### config.mk
export PLATFORM = sky130hd
export DESIGN_NAME = lesf_front_flat
export DESIGN_NICKNAME = d
export VERILOG_FILES = /design/src/hw/rtl/assert_macros.svh /design/src/hw/rtl/lesf_pkg.sv /design/src/hw/rtl/lesf_req_if.sv /design/src/hw/rtl/lesf_front.sv /design/src/flat_wrapper.sv
export SDC_FILE = /design/constraint.sdc
export NUM_CORES = 1
export LEC_CHECK = 0
export BUFFER_PORTS_ARGS = -buffer_cell sky130_fd_sc_hd__buf_4
export CAP_MARGIN = 20
export CORE_ASPECT_RATIO = 1.75
export CORE_MARGIN = 4
export CORE_UTILIZATION = 63
export DETAILED_ROUTE_END_ITERATION = 12
export PLACE_DENSITY = 0.94
export SLEW_MARGIN = 20
export SYNTH_ARGS = -nofsm -noshare
export SYNTH_HDL_FRONTEND = slang
export SYNTH_SLANG_ARGS = --single-unit
### constraint.sdc
create_clock -name clock -period 13.1 [get_ports clock]
set_clock_uncertainty 0.1 [all_clocks]
set_input_delay 2.62 -clock clock [delete_from_list [all_inputs] [get_ports clock]]
set_output_delay 2.62 -clock clock [all_outputs]
set_load 0.02 [all_outputs]
### src/hw/rtl/assert_macros.svh
// ----------------------------------------------------------------------------
// assert_macros.svh
// Concurrent assertion shorthands. Each expects signals named clock and
// reset (synchronous, active high) in the scope where it is used.
// ----------------------------------------------------------------------------
`ifndef ASSERT_MACROS_SVH
`define ASSERT_MACROS_SVH

// same-cycle implication
`define ASSERT_IMPL(lbl, ante, cons) \
   lbl: assert property (@(posedge clock) disable iff (reset) (ante) |-> (cons)) \
      else $error("assertion failed: same-cycle implication");

// next-cycle implication
`define ASSERT_NEXT(lbl, ante, cons) \
   lbl: assert property (@(posedge clock) disable iff (reset) (ante) |=> (cons)) \
      else $error("assertion failed: next-cycle implication");

`endif

### src/hw/rtl/lesf_pkg.sv
// ----------------------------------------------------------------------------
// lesf_pkg
// Shared widths, reset values, register indexes and types of the largest
// empty square finder.
// ----------------------------------------------------------------------------
package lesf_pkg;

   localparam int OBS_W    = 8;
   localparam int COLS_W   = 11;
   localparam int SIZE_W   = 11;
   localparam int TOP_W    = 16;
   localparam int LEFT_W   = 10;
   localparam int ARITH_W  = 32;
   localparam int CSR_IDX_W = 1;

   // a row never uses more line entries than this, whatever the map width
   localparam int COUNT_CAP       = 1024;
   localparam int DEF_MAX_COLUMNS = 1024;
   localparam int DEF_MAX_ROWS    = 65536;

   localparam logic [OBS_W-1:0]  OBS_RESET  = 8'd111;
   localparam logic [COLS_W-1:0] COLS_RESET = 11'd1024;

   typedef enum logic [CSR_IDX_W-1:0] {
      CSR_OBSTACLE = 1'b0,
      CSR_COLUMNS  = 1'b1
   } csr_index_type;

   // per-cell flags handed from the front end to the size stage
   typedef struct packed {
      logic first_row;
      logic first_col;
      logic ovf;
      logic last;
      logic obs;
   } cell_flags_type;

   function automatic logic [SIZE_W-1:0] min3(input logic [SIZE_W-1:0] a,
                                              input logic [SIZE_W-1:0] b,
                                              input logic [SIZE_W-1:0] c);
      logic [SIZE_W-1:0] m;
      m = (a < b) ? a : b;
      return (m < c) ? m : c;
   endfunction

endpackage

### src/hw/rtl/lesf_req_if.sv
// ----------------------------------------------------------------------------
// lesf_req_if
// Map cell channel: one character per item plus an end-of-map mark.
// ----------------------------------------------------------------------------
interface lesf_req_if import lesf_pkg::*; ();
   logic             valid;
   logic             ready;
   logic [OBS_W-1:0] cell_char;
   logic             last_cell;

   modport source (output valid, output cell_char, output last_cell, input ready);
   modport sink   (input valid, input cell_char, input last_cell, output ready);
endinterface

### src/hw/rtl/lesf_front.sv
// ----------------------------------------------------------------------------
// lesf_front
// Configuration registers, row/column scan counters and the line read.
// Registers each accepted cell into the size stage.
// ----------------------------------------------------------------------------
module lesf_front import lesf_pkg::*; #(
   parameter int MAX_COLUMNS = DEF_MAX_COLUMNS,
   parameter int MAX_ROWS    = DEF_MAX_ROWS,
   localparam int LINE_DEPTH = (MAX_COLUMNS < COUNT_CAP) ? MAX_COLUMNS : COUNT_CAP,
   localparam int CW         = $clog2(LINE_DEPTH),
   localparam int RW         = $clog2(MAX_ROWS + 1),
   localparam int RBW        = $clog2(MAX_ROWS)
) (
   input  logic                  clock,
   input  logic                  reset,
   input  logic                  csr_write_en,
   input  csr_index_type         csr_index,
   input  logic [COLS_W-1:0]     csr_write_data,
   lesf_req_if.sink              req_ch,
   input  logic                  advance,
   output logic                  rd_en,
   output logic [CW-1:0]         rd_addr,
   output logic                  s1_valid,
   output logic [CW-1:0]         s1_col,
   output logic [RBW-1:0]        s1_row,
   output cell_flags_type        s1_flags
);

   logic [OBS_W-1:0]  obs_ff;
   logic [COLS_W-1:0] cols_cfg_ff;
   logic [CW-1:0]     col_ff, col_in;
   logic [RW-1:0]     row_ff, row_in;
   logic              s1_valid_ff, s1_valid_in;
   logic [CW-1:0]     s1_col_ff;
   logic [RBW-1:0]    s1_row_ff;
   cell_flags_type    s1_flags_ff, flags;

   logic [CW:0]   cols;
   logic [CW:0]   col_next;
   logic          accept, pre_wrap, post_wrap;
   logic [CW-1:0] cur_col;
   logic [RW-1:0] cur_row, row_after;

   always_ff @(posedge clock) begin
      if (reset) begin
         obs_ff      <= OBS_RESET;
         cols_cfg_ff <= COLS_RESET;
      end else if (csr_write_en) begin
         unique case (csr_index)
            CSR_OBSTACLE: obs_ff      <= csr_write_data[OBS_W-1:0];
            CSR_COLUMNS:  cols_cfg_ff <= csr_write_data;
            default:      ;
         endcase
      end
   end

   // usable row width: zero acts as one, large values saturate to the line
   always_comb begin
      if (cols_cfg_ff == '0) begin
         cols = (CW+1)'(1);
      end else if (cols_cfg_ff > COLS_W'(LINE_DEPTH)) begin
         cols = (CW+1)'(LINE_DEPTH);
      end else begin
         cols = cols_cfg_ff[CW:0];
      end
   end

   assign accept = req_ch.valid & advance;
   assign req_ch.ready = advance;

   always_comb begin
      // column left out of range by a width change starts a new row at once
      pre_wrap = {1'b0, col_ff} >= cols;
      cur_col  = pre_wrap ? '0 : col_ff;
      cur_row  = (pre_wrap && (row_ff < RW'(MAX_ROWS))) ? row_ff + RW'(1) : row_ff;

      col_next  = {1'b0, cur_col} + (CW+1)'(1);
      post_wrap = col_next >= cols;
      row_after = (post_wrap && (cur_row < RW'(MAX_ROWS))) ? cur_row + RW'(1) : cur_row;

      col_in = col_ff;
      row_in = row_ff;
      if (accept) begin
         if (req_ch.last_cell) begin
            col_in = '0;
            row_in = '0;
         end else begin
            col_in = post_wrap ? '0 : col_next[CW-1:0];
            row_in = row_after;
         end
      end

      flags.first_row = (cur_row == '0);
      flags.first_col = (cur_col == '0);
      flags.ovf       = (cur_row >= RW'(MAX_ROWS));
      flags.last      = req_ch.last_cell;
      flags.obs       = (req_ch.cell_char == obs_ff);

      s1_valid_in = advance ? accept : s1_valid_ff;
   end

   always_ff @(posedge clock) begin
      if (reset) begin
         col_ff      <= '0;
         row_ff      <= '0;
         s1_valid_ff <= 1'b0;
      end else begin
         col_ff      <= col_in;
         row_ff      <= row_in;
         s1_valid_ff <= s1_valid_in;
      end
   end

   always_ff @(posedge clock) begin
      if (accept) begin
         s1_col_ff   <= cur_col;
         s1_row_ff   <= cur_row[RBW-1:0];
         s1_flags_ff <= flags;
      end
   end

   assign rd_en    = accept & ~flags.ovf;
   assign rd_addr  = cur_col;
   assign s1_valid = s1_valid_ff;
   assign s1_col   = s1_col_ff;
   assign s1_row   = s1_row_ff;
   assign s1_flags = s1_flags_ff;

endmodule

### src/flat_wrapper.sv
// flat-port wrapper written by rule: the top's interface ports become plain ports
module lesf_front_flat import lesf_pkg::*;
#(
   parameter int MAX_COLUMNS = DEF_MAX_COLUMNS,
   parameter int MAX_ROWS    = DEF_MAX_ROWS,
   localparam int LINE_DEPTH = (MAX_COLUMNS < COUNT_CAP) ? MAX_COLUMNS : COUNT_CAP,
   localparam int CW         = $clog2(LINE_DEPTH),
   localparam int RW         = $clog2(MAX_ROWS + 1),
   localparam int RBW        = $clog2(MAX_ROWS)
)
  (clock, reset, csr_write_en, csr_index, csr_write_data, advance, rd_en, rd_addr, s1_valid, s1_col, s1_row, s1_flags, req_ch_valid, req_ch_cell_char, req_ch_last_cell, req_ch_ready);
  lesf_req_if req_ch_i ();
  input  logic clock;
  input  logic reset;
  input  logic csr_write_en;
  input  csr_index_type csr_index;
  input  logic [COLS_W-1:0] csr_write_data;
  input  logic advance;
  output logic rd_en;
  output logic [CW-1:0] rd_addr;
  output logic s1_valid;
  output logic [CW-1:0] s1_col;
  output logic [RBW-1:0] s1_row;
  output cell_flags_type s1_flags;
  input wire logic [$bits(req_ch_i.valid)-1:0] req_ch_valid;
  input wire logic [$bits(req_ch_i.cell_char)-1:0] req_ch_cell_char;
  input wire logic [$bits(req_ch_i.last_cell)-1:0] req_ch_last_cell;
  output wire logic [$bits(req_ch_i.ready)-1:0] req_ch_ready;
  assign req_ch_i.valid = req_ch_valid;
  assign req_ch_i.cell_char = req_ch_cell_char;
  assign req_ch_i.last_cell = req_ch_last_cell;
  assign req_ch_ready = req_ch_i.ready;
  lesf_front #(.MAX_COLUMNS(MAX_COLUMNS), .MAX_ROWS(MAX_ROWS)) u_core (.clock(clock), .reset(reset), .csr_write_en(csr_write_en), .csr_index(csr_index), .csr_write_data(csr_write_data), .req_ch(req_ch_i), .advance(advance), .rd_en(rd_en), .rd_addr(rd_addr), .s1_valid(s1_valid), .s1_col(s1_col), .s1_row(s1_row), .s1_flags(s1_flags));
endmodule
After elaboration in Yosys (flattened, before gate mapping):

Index checks and enable logic that the tools add are counted.

* logic and storage cells: 41
* output and inout bits: 44
* input port bits: 26
* register bits: 78

* bitwise gates (word level): 4
* reduce and logical (&&, ||, !) cells: 7
* muxes and demuxes: 8
* add/subtract/negate cells: 3
* $lt $le $gt $ge: 6
* equality and inequality tests: 1

Operators by type and width (count)
* $mux W17: 3
* $add A17 B1 Y17 const B: 2
* $lt A17 B17 Y1 const B: 2
* $mux W10: 3
* $mux W11: 2
* $ge A17 B17 Y1 const B: 1
* $logic_not A17 Y1: 1
* $add A10 B1 Y11 const B: 1
* $ge A10 B11 Y1: 1
* $ge A11 B11 Y1: 1
* $gt A11 B11 Y1 const B: 1
* $logic_not A11 Y1: 1
* $logic_not A10 Y1: 1
* $eq A8 B8 Y1: 1
* $reduce_and A2 Y1: 2
* $and A1 B1 Y1: 2
* $logic_and A1 B1 Y1: 2
* $not A1 Y1: 2

Depth between registers and ports, before layout:

Gate-level depths: netlist (run 1).

* depth in word-level cells: 10
* gate-level depth with buffers: 24
* gate-level depth less buffers: 22

Least setup slack after synthesis (run 1):

No wires, ideal clock.

* kind: input to output
* from: input port req_ch_valid
* to: output port rd_en
* path slack: 7173 ps
* stages: 3
* data arrival time: 3207 ps
* path buffers: 1
* path through: nand2_1 > clkbuf_1 > nor2_1

* longest elaborated chain between the ends: 2

Ends and longest elaborated chain
* start: declaration: RTL line flat_wrapper.sv:25 `input wire logic [$bits(req_ch_i.valid)-1:0] req_ch_valid;`
* $and A1 B1 Y1: RTL line lesf_front.sv:68 `assign accept = req_ch.valid & advance;`
* $and A1 B1 Y1: RTL line lesf_front.sv:122 `assign rd_en = accept & ~flags.ovf;`
* end: declaration: RTL line flat_wrapper.sv:19 `output logic rd_en;`

No other way between the ends.

Final worst setup path (run 1):

* from: register u_core.cols_cfg_ff[6]
* to: register u_core.row_ff[2]

* longest elaborated chain between the ends: 10

Ends and longest elaborated chain
* start: declaration: RTL line lesf_front.sv:30 `logic [COLS_W-1:0] cols_cfg_ff;`
* start signal: assignment: RTL line lesf_front.sv:51 `CSR_COLUMNS: cols_cfg_ff <= csr_write_data;`
* $gt A11 B11 Y1: RTL line lesf_front.sv:61 `end else if (cols_cfg_ff > COLS_W'(LINE_DEPTH)) begin`
* $mux W11: RTL line lesf_front.sv:61
* $mux W11 (*): RTL line lesf_front.sv:59 `if (cols_cfg_ff == '0) begin`
* $ge A10 B11 Y1: RTL line lesf_front.sv:73 `pre_wrap = {1'b0, col_ff} >= cols;`
* $mux W10 or $logic_and A1 B1 Y1 (tied branches): RTL line lesf_front.sv:74, lesf_front.sv:75
* $add A10 B1 Y11 or $mux W17 (tied branches): RTL line lesf_front.sv:77, lesf_front.sv:75
* $ge A11 B11 Y1 or $lt A17 B17 Y1 (tied branches): RTL line lesf_front.sv:78, lesf_front.sv:79
* $logic_and A1 B1 Y1: RTL line lesf_front.sv:79 `row_after = (post_wrap && (cur_row < RW'(MAX_ROWS))) ? cur_row + RW'(1) : cur_row;`
* $mux W17 (*): RTL line lesf_front.sv:79
* $mux W17 (*): RTL line lesf_front.sv:84 `if (req_ch.last_cell) begin`
* end signal: assignment: RTL line lesf_front.sv:109 `row_ff <= row_in;`
* end: declaration: RTL line lesf_front.sv:32 `logic [RW-1:0] row_ff, row_in;`

Mark *: on every way between the ends. The rest lies on a longest branch, timed or not.
A chain may end at the register's enable or synchronous reset.

==> run_results.csv, run 1 <==
group,metric,value,unit
detailed_routing,ant_nets,0,
clocking,clock_path_buffers,2,
detailed_routing,drt_wl_total,14600,microns
clocking,cts_resized,0,
setup_path,critPathSlowestCell,"o32ai_2",
finish,diodes,0,
setup_path,worstPathMaxFanout,21,
floorplan,rows,42,
finish,fin_util,0.756,
yosys,synth_top_cell_by_area,"dfxtp_1",
clocking,root_buffer,"clkbuf_16",
yosys,synth_cell_types,85,
floorplan,ios,70,
global_routing,grt_antenna_before_repair,0,
timing,slew-limit-headroom,0.477,
placement,placed_cell_area,5540,sq um
timing,tightest_slew,0.782,ns
finish,final_nets,646,
yosys,async_flop_share,0,
timing,finalCritPeriodShare,0.513,
placement,gp_congestion,1.04,
global_routing,grt_start_max_net_pins,34,
setup_path,r2r_slack,6.38,ns
yosys,synthCells,539,
timing,hold-worst-slack,0.373,ns
detailed_routing,drc,0,
yosys,synth-seq-cells,78,
setup_path,max_stage_delay,0.72,ns
power_and_ir_drop,leakage,2.37,nW
floorplan,die_height,126,microns
setup_path,worst_r2r_path_depth,22,
floorplan,die_x,75.7,microns
finish,drive_above_1_share,0.222,
power_and_ir_drop,powerDensity,93.5,nW/um^2
yosys,yosysSeqAreaShare,0.371,
setup_path,arrival,6.85,ns
timing,hold_violations,0,
setup_path,worstPathRequired,13.23,ns
power_and_ir_drop,totalPowerFinal,0.542,mW
setup_path,crit_chain,"nor4_1 -> a31oi_1 -> nor2_1 -> ha_1 -> nand2b_4 -> a211o_4 -> a21o_4 -> a21oi_4 -> nand2_1 -> inv_1 -> ha_1 -> nand4_1 -> nor4_1 -> xor2_1 -> ha_1 -> a2111oi_0 -> o21ai_0 -> o32ai_2 -> nor3_2 -> or3_1 -> a32oi_1 -> nor2_1",
yosys,synth_edf_count,31,
yosys,synth_area,5050,sq um
timing,maxSlewViolCount,0,
timing,rsz0062_at_grt,"false",
detailed_routing,routedWlPerCell,21.2,microns
min_path,hp-class,"flip-flop to flip-flop",
floorplan,core_region_area,7670,sq um
clocking,cts_made_buffers,9,
placement,io_buffer_count,69,
min_path,hold_depth,2,
placement,hpwl,10600,microns
setup_path,endpoint,"u_core.row_ff[2]$_SDFFE_PP0P_",
detailed_routing,drt-initial-drc-count,391,
clocking,clkTransAtPathRegs,0.06,ns
yosys,yosysTopAreaCellShare,0.186,
yosys,postSynthAreaPerCell,9.36,sq um
global_routing,grt.overflow.total,0,
setup_path,crit_path_frequent_cell,"ha_1",
run_status,run_status,"completed",
finish,design_area,5800,sq um
timing,setup_viol,0,
clocking,h-tree-depth,3,
timing,min_period,6.72,ns
clocking,cts_hold_buf,0,
yosys,yosys_warnings,0,
global_routing,grt_pass1_vias,4785,
global_routing,grt_usage,0.313,
clocking,clock_latency,0.35,ns
floorplan,die-area,9560,sq um
floorplan,start_util,0.658,
detailed_routing,via_per_inst,6.82,
setup_path,path_class,"flip-flop to flip-flop",
clocking,cts.sinks,78,
setup_path,crit-reg2reg-launch,"u_core.cols_cfg_ff[6]$_SDFFE_PP0P_",
setup_path,cp-end-kind,"flip-flop",
clocking,cts_setup_buffers,0,
power_and_ir_drop,vdd_ir_drop_max,0.0894,mV
setup_path,startpoint,"u_core.cols_cfg_ff[6]$_SDFFE_PP0P_",
timing,fmax,0.149,GHz
yosys,synth_nets,591,
global_routing,grt_pass1_wl,22700,microns
flow_run,drv_cap,0,
detailed_routing,vias,4686,
finish,area_growth,14.9,%
setup_path,r2r-end,"u_core.row_ff[2]$_SDFFE_PP0P_",
detailed_routing,drtPass1Iterations,5,
setup_path,startpoint_type,"flip-flop",
yosys,synth_ff_type,"dfxtp_1",
clocking,tritoncts,"built",
yosys,synth.top_cells.by_area,"dfxtp_1 19%, edfxtp_1 18%, nand2_1 6.6%",
timing,tns,0,ns
[cells in the final DEF, fill, tap and decap left out, types with 10 or more instances in the layout]
cell	synthesis	layout
a21oi_1	24	24
buf_4	2	71
dfxtp_1	47	47
edfxtp_1	31	31
ha_1	26	26
inv_1	23	23
nand2_1	89	89
nand3_1	23	23
nand4_1	10	10
nor2_1	30	30
nor4_1	11	11
o211ai_1	13	13
o21ai_0	15	15
xnor2_1	19	19
[critical path: cells and delay by family, from the launching register on]
| family | cells | cell delay (ns) |
|---|---|---|
| buf+inv | 1 | 0.18 |
| compound gates | 8 | 3.01 |
| simple gates | 9 | 1.98 |
| fa+ha+maj | 3 | 0.77 |
| xor+xnor | 1 | 0.24 |
| flops | 1 | 0.32 |
[how the worst min path moves through the flow]
stage                                               endpoint                                from
after floorplan                u_core.obs_ff[4]$_SDFFE_PP0P_       u_core.obs_ff[4]$_SDFFE_PP0P_
after global placement         u_core.obs_ff[7]$_SDFFE_PP0P_       u_core.obs_ff[7]$_SDFFE_PP0P_
after detailed placement  u_core.cols_cfg_ff[7]$_SDFFE_PP0P_  u_core.cols_cfg_ff[7]$_SDFFE_PP0P_
after CTS                 u_core.cols_cfg_ff[7]$_SDFFE_PP0P_  u_core.cols_cfg_ff[7]$_SDFFE_PP0P_
after global routing      u_core.cols_cfg_ff[6]$_SDFFE_PP0P_  u_core.cols_cfg_ff[6]$_SDFFE_PP0P_
final                     u_core.cols_cfg_ff[7]$_SDFFE_PP0P_  u_core.cols_cfg_ff[7]$_SDFFE_PP0P_
[sequential cells by signal, summed over array words and instances, names as in the netlist]
register,cells
u_core.s1_valid,1
u_core.s1_row,16
u_core.row_ff,17
u_core.s1_col,10
u_core.s1_flags,5
u_core.obs_ff,8
u_core.cols_cfg_ff,11
u_core.col_ff,10
[cell families after synthesis]
logic type	after synthesis	synth area share
AOI/OAI and AO/OA	117	0.186
xor gates and xnor gates	32	0.0682
adders and majority gates	26	0.0645
buffers and inverters	51	0.0483
DFF	78	0.371
and+or+nand+nor	235	0.262
[stage by stage]
stage               setup slack, ns  instances
finish                         6.38        687
detailed placement             6.36        671
global placement               6.73        671
CTS                            6.32        687
global route                   5.89        687
floorplan                      7.17        539
[cell type report]
type,instances,area (sq um)
Tap cell,88,110
Sequential cell,78,1870
Fill cell,521,1870
Clock inverter,6,27.5
Timing Repair Buffer,71,533
Inverter,24,90.1
Clock buffer,10,229
Multi-Input combinational cell,410,2940
[synthesized netlist by cell type, drive strengths merged, types with 3 or more instances]
cell type	n
a211oi	8
a31oi	7
nand2	91
and2	8
o211ai	13
o21a	3
or4	9
nor4	14
a21oi	28
a22o	6
o21ai	18
and3	5
a22oi	9
nor3	10
nor2	32
o31ai	3
xnor2	23
nand4b	3
or3	4
buf	13
or2	4
clkbuf	14
dfxtp	47
nor4b	3
edfxtp	31
nand4	13
a32o	3
ha	26
inv	23
xor2	9
nand2b	6
nand3	23
[power by group]
part / internal (mW) / switching (mW) / leakage [nW] / total, mW
combinational: 0.0218 / 0.0346 / 1.55 / 0.0563
sequential: 0.259 / 0.00400 / 0.689 / 0.263
clock: 0.126 / 0.0977 / 0.129 / 0.223
total: 0.406 / 0.136 / 2.37 / 0.542
[layer usage]
metal / up-vias / share of wire / track usage
li1: 2092 / - / -
met1: 2195 / 0.32 / 0.290
met2: 292 / 0.54 / 0.546
met3: 107 / 0.058 / 0.0665
met4: 0 / 0.082 / 0.264
met5: - / 0 / 0
(Power assumes the default switching activity.)
==> inputs of run 2 (changes only) <==
Settings changed: CORE_UTILIZATION 63 to 58, PLACE_DENSITY 0.94 to 0.88.
Clock period 13.1 ns to 6.9 ns, I/O delays scaled along.
==> run 2 against run 1 <==
Compared with the run above: cell count is 4.4% higher; total power rose by 99%; non-clock buffer count grew 3; final area increased by 1.5%; via count down 3.9%; sequential share of layout area decreased by 0.49 points; wire length fell by 4.9%; combinational power is 90% higher; maximum frequency up 6.6%; largest cell class unchanged.
==> run_results.csv, run 2 (synthesis results as in run 1) <==
group,metric,value,unit
timing,min_period,6.31,ns
detailed_routing,ant_nets,0,
placement,dpl.cell_count,701,
timing,tightest_slew,0.759,ns
floorplan,die_height,131,microns
min_path,hold_depth,2,
detailed_routing,routedWlPerCell,19.3,microns
timing,rsz0062_at_grt,"false",
placement,io_buffer_count,69,
clocking,h-tree-depth,3,
setup_path,critPathSlowestCell,"nor4_1",
finish,area_growth,16.7,%
clocking,clock_path_buffers,2,
floorplan,core_region_area,8370,sq um
clocking,root_buffer,"clkbuf_16",
finish,drive_above_1_share,0.231,
global_routing,grt_antenna_before_repair,0,
floorplan,die_x,78.5,microns
finish,final_nets,649,
floorplan,rows,44,
clocking,cts.sinks,78,
setup_path,arrival,6.45,ns
detailed_routing,drc,0,
global_routing,grt_pass1_wl,22500,microns
global_routing,grt_usage,0.279,
detailed_routing,via_per_inst,6.28,
global_routing,grt_start_max_net_pins,34,
timing,hold_violations,0,
flow_run,drv_cap,0,
clocking,tritoncts,"built",
detailed_routing,vias,4505,
setup_path,worstPathMaxFanout,13,
global_routing,grt_pass1_vias,4586,
timing,tns,0,ns
detailed_routing,drt_wl_total,13900,microns
timing,setup_viol,0,
finish,layout_commonest_cell,"nand2_1",
power_and_ir_drop,powerDensity,184,nW/um^2
floorplan,ios,70,
setup_path,max_stage_delay,0.55,ns
clocking,clock_latency,0.35,ns
timing,fmax,0.159,GHz
min_path,hp-class,"flip-flop to flip-flop",
clocking,clkTransAtPathRegs,0.06,ns
detailed_routing,drt-initial-drc-count,401,
clocking,cts_made_buffers,9,
run_status,run_status,"completed",
setup_path,crit_path_frequent_cell,"ha_1",
clocking,cts_setup_buffers,0,
finish,largest_register,"u_core.row_ff",
global_routing,grt.overflow.total,0,
placement,gp_congestion,0.966,
placement,hpwl,10400,microns
setup_path,cp-end-kind,"flip-flop",
power_and_ir_drop,totalPowerFinal,1.08,mW
setup_path,crit_chain,"nor4_1 -> a31oi_1 -> nor2_1 -> ha_1 -> nand2b_4 -> a211o_4 -> a21o_4 -> a21oi_4 -> nand2_1 -> inv_1 -> ha_1 -> nand4_1 -> nor4_1 -> xor2_1 -> ha_1 -> nand4_1 -> a211oi_1 -> o32ai_1 -> buf_4 -> a311oi_2 -> nand4_2 -> or4_1 -> a32o_1",
timing,finalCritPeriodShare,0.914,
floorplan,start_util,0.603,
power_and_ir_drop,vdd_ir_drop_max,0.132,mV
finish,diodes,0,
clocking,cts_resized,0,
power_and_ir_drop,leakage,2.41,nW
setup_path,startpoint_type,"flip-flop",
setup_path,worstPathRequired,7.04,ns
timing,slew-limit-headroom,0.492,
setup_path,path_class,"flip-flop to flip-flop",
setup_path,worst_r2r_path_depth,23,
timing,maxSlewViolCount,0,
finish,layout_common_cells,"89 x nand2_1, 74 x buf_4, 47 x dfxtp_1",
finish,layoutNonFillerInstCount,717,
clocking,cts_hold_buf,0,
detailed_routing,drtPass1Iterations,5,
finish,largest_reg_flops,17,
floorplan,die-area,10300,sq um
[run 2: cell types whose count changed in the layout (fill, tap and decap cells not counted)]
cell	before	now
clkinv_1	4	1
clkinv_2	2	1
o32ai_2	1	0
bufinv_16	0	1
clkbuf_1	1	0
buf_4	71	74
o32ai_1	0	1
clkinv_4	0	2
inv_4	1	3
[run 2: per-layer routing]
metal	vias to the layer above	routed length [microns]	global-route usage
li1	2101	-	-
met1	2098	4650	0.270
met2	227	7490	0.501
met3	79	669	0.0616
met4	0	1060	0.209
met5	-	0	0
[run 2: power breakdown]
part,switching (mW),internal [mW]
clock,0.194,0.281
sequential,0.00736,0.491
combinational,0.0653,0.0422
total,0.267,0.814
[run 2: path summary, 6_finish.rpt]
path	to	from	slack (ns)
setup / recovery	u_core.row_ff[15]$_SDFFE_PP0P_	u_core.cols_cfg_ff[6]$_SDFFE_PP0P_	0.59
hold reg to reg	u_core.obs_ff[4]$_SDFFE_PP0P_	u_core.obs_ff[4]$_SDFFE_PP0P_	0.37
hold / removal	u_core.obs_ff[4]$_SDFFE_PP0P_	u_core.obs_ff[4]$_SDFFE_PP0P_	0.37
setup reg to reg	u_core.row_ff[15]$_SDFFE_PP0P_	u_core.cols_cfg_ff[6]$_SDFFE_PP0P_	0.59
[run 2: metrics by stage]
stage           util  instance area [sq um]  worst slack (ns)  hold WS (ns)
2_1_floorplan      -                   5050              1.12         0.349
3_3_place_gp   0.668                   5590              1.07         0.357
3_5_place_dp   0.668                   5590             0.776         0.359
4_1_cts        0.704                   5890             0.610         0.368
5_1_grt        0.704                   5890             0.223         0.390
6_report       0.704                   5890             0.593         0.370
[run 2: area by class of cell]
type | instances | area, sq um
fill | 661 | 2480
inverter | 24 | 90.1
clock inverter | 7 | 71.3
timing repair buffer | 74 | 556
multi-input combinational | 410 | 2930
tap | 115 | 144
clock buffer | 9 | 225
sequential | 78 | 1870
[run 2: worst max-delay path: cells and delay by family (launching register included)]
family | cells | cell delay [ns]
buffers and inverters | 2 | 0.32
adders and majority gates | 3 | 0.87
and+or+nand+nor | 9 | 2.36
AOI/OAI and AO/OA | 8 | 2.08
DFF | 1 | 0.32
xor gates and xnor gates | 1 | 0.17
==> inputs of run 3 (changes only) <==
Settings changed: PLACE_DENSITY 0.88 to 0.79.
==> run 3 against run 2 <==
Compared with the run above: combinational power barely moved; cell count shrank 0.14%; critical path type unchanged; critical endpoint unchanged; setup slack gained 0.23 ns; largest cell class unchanged; total power rose by 8.9%.
==> run_results.csv, run 3 (synthesis results as in run 1) <==
group,metric,value,unit
timing,tightest_slew,0.818,ns
placement,placed_cell_area,5580,sq um
setup_path,cp-end-kind,"flip-flop",
finish,area_growth,17.9,%
setup_path,worstPathRequired,7.03,ns
clocking,cts.sinks,78,
run_status,run_status,"completed",
power_and_ir_drop,internal_power,0.919,mW
power_and_ir_drop,p_sw_frac,0.219,
finish,layout_commonest_cell,"nand2_1",
power_and_ir_drop,comb_power_share,0.090,
clocking,cts_made_buffers,9,
timing,setup_viol,0,
timing,maxSlewViolCount,0,
clocking,clkTransAtPathRegs,0.06,ns
finish,layout_common_cells,"89 x nand2_1, 73 x buf_4, 47 x dfxtp_1",
clocking,clock_path_buffers,2,
finish,largest_register,"u_core.row_ff",
floorplan,core_region_area,8370,sq um
global_routing,grt_usage,0.268,
setup_path,worstPathMaxFanout,13,
power_and_ir_drop,vdd_ir_drop_max,0.207,mV
min_path,hold_depth,2,
clocking,h-tree-depth,3,
power_and_ir_drop,p_seq_frac,0.423,
power_and_ir_drop,p_clk_frac,0.487,
placement,gp_congestion,0.935,
detailed_routing,drt_wl_total,13500,microns
min_path,hp-class,"flip-flop to flip-flop",
global_routing,grt_start_max_net_pins,34,
global_routing,grt_pass1_wl,21700,microns
setup_path,startpoint_type,"flip-flop",
floorplan,die_x,78.5,microns
timing,hold-worst-slack,0.366,ns
power_and_ir_drop,switchingPower,0.257,mW
clocking,clock_latency,0.34,ns
finish,drive_above_1_share,0.228,
timing,hold_violations,0,
detailed_routing,drtPass1Iterations,5,
floorplan,die-area,10300,sq um
flow_run,drv_cap,0,
placement,io_buffer_count,69,
floorplan,start_util,0.603,
floorplan,die_height,131,microns
timing,slew-limit-headroom,0.453,
floorplan,ios,70,
power_and_ir_drop,powerDensity,198,nW/um^2
detailed_routing,drt-initial-drc-count,429,
clocking,tritoncts,"built",
detailed_routing,met1_length,4430,microns
timing,fin_ws,0.820,ns
clocking,cts_resized,0,
detailed_routing,routedWlPerCell,18.8,microns
timing,min_period,6.08,ns
clocking,root_buffer,"clkbuf_16",
detailed_routing,met2_length,7580,microns
detailed_routing,via_per_inst,6.25,
floorplan,rows,44,
detailed_routing,ant_nets,0,
setup_path,worst_r2r_path_depth,23,
detailed_routing,drc,0,
power_and_ir_drop,leakage,2.43,nW
finish,design_area,5950,sq um
detailed_routing,vias,4473,
finish,final_nets,648,
placement,hpwl,10200,microns
timing,fmax,0.164,GHz
global_routing,grt_antenna_before_repair,0,
global_routing,grt_pass1_vias,4616,
finish,diodes,0,
finish,largest_reg_flops,17,
detailed_routing,wl_met3,621,microns
detailed_routing,top_layer,"met4",
power_and_ir_drop,totalPowerFinal,1.18,mW
timing,rsz0062_at_grt,"false",
setup_path,path_class,"flip-flop to flip-flop",
clocking,cts_hold_buf,0,
timing,tns,0,ns
placement,place_ws,0.934,ns
clocking,cts_setup_buffers,0,
setup_path,arrival,6.21,ns
timing,finalCritPeriodShare,0.881,
global_routing,grt.overflow.total,0,
-- run 3: cell types whose count changed in the layout (fill, tap and decap cells not counted), sizes merged --
cell	change
clkbuf	+3
inv	-2
buf	-1
bufinv	+2
clkinv	-3
-- run 3: critical path, cell delays in order, from the launching register on --
cell and delay [ns]:
dfxtp_1 0.32, nor4_1 0.37, a31oi_1 0.14, nor2_1 0.17, ha_1 0.26, nand2b_4 0.14, a211o_4 0.36, a21o_4 0.31
a21oi_4 0.20, nand2_1 0.13, inv_1 0.15, ha_1 0.23, nand4_1 0.18, nor4_1 0.47, xor2_1 0.18, ha_1 0.37
nand4_1 0.11, a211oi_1 0.20, o32ai_1 0.12, buf_4 0.18, a311oi_2 0.39, nand4_2 0.19, or4_1 0.42, a32o_1 0.26
-- run 3: layer usage --
| metal | GRT usage | up-vias |
|---|---|---|
| met1 | 0.245 | 2118 |
| met5 | 0 | - |
| met4 | 0.196 | 0 |
| met3 | 0.0473 | 71 |
| met2 | 0.506 | 193 |
| li1 | - | 2091 |
-- run 3: layout make-up --
class	instances	area (sq um)
Sequential cell	78	1870
Clock buffer	12	268
Fill cell	646	2420
Clock inverter	4	98.8
Multi-Input combinational cell	410	2930
Timing Repair Buffer	73	548
Inverter	24	90.1
Tap cell	115	144
-- run 3: final timing paths --
| kind | startpoint | end | slack [ns] |
|---|---|---|---|
| worst max-delay path | u_core.cols_cfg_ff[6]$_SDFFE_PP0P_ | u_core.row_ff[15]$_SDFFE_PP0P_ | 0.82 |
| worst min-delay path | u_core.obs_ff[7]$_SDFFE_PP0P_ | u_core.obs_ff[7]$_SDFFE_PP0P_ | 0.37 |
| worst max register to register | u_core.cols_cfg_ff[6]$_SDFFE_PP0P_ | u_core.row_ff[15]$_SDFFE_PP0P_ | 0.82 |
| worst min register to register | u_core.obs_ff[7]$_SDFFE_PP0P_ | u_core.obs_ff[7]$_SDFFE_PP0P_ | 0.37 |
-- run 3: through the flow --
stage,std cells,util
after floorplan,539,-
after global placement,700,0.667
after detailed placement,700,0.667
after CTS,716,0.711
after global routing,716,0.711
final,716,0.711
-- run 3: power by group through the flow --
| stage | sequential, mW | combinational (mW) | clock (mW) |
|---|---|---|---|
| 2_1_floorplan | 0.514 | 0.0606 | 0 |
| 3_3_place_gp | 0.507 | 0.103 | 0 |
| 3_5_place_dp | 0.508 | 0.106 | 0 |
| 4_1_cts | 0.498 | 0.106 | 0.577 |
| 5_1_grt | 0.499 | 0.115 | 0.594 |
| 6_report | 0.498 | 0.106 | 0.573 |
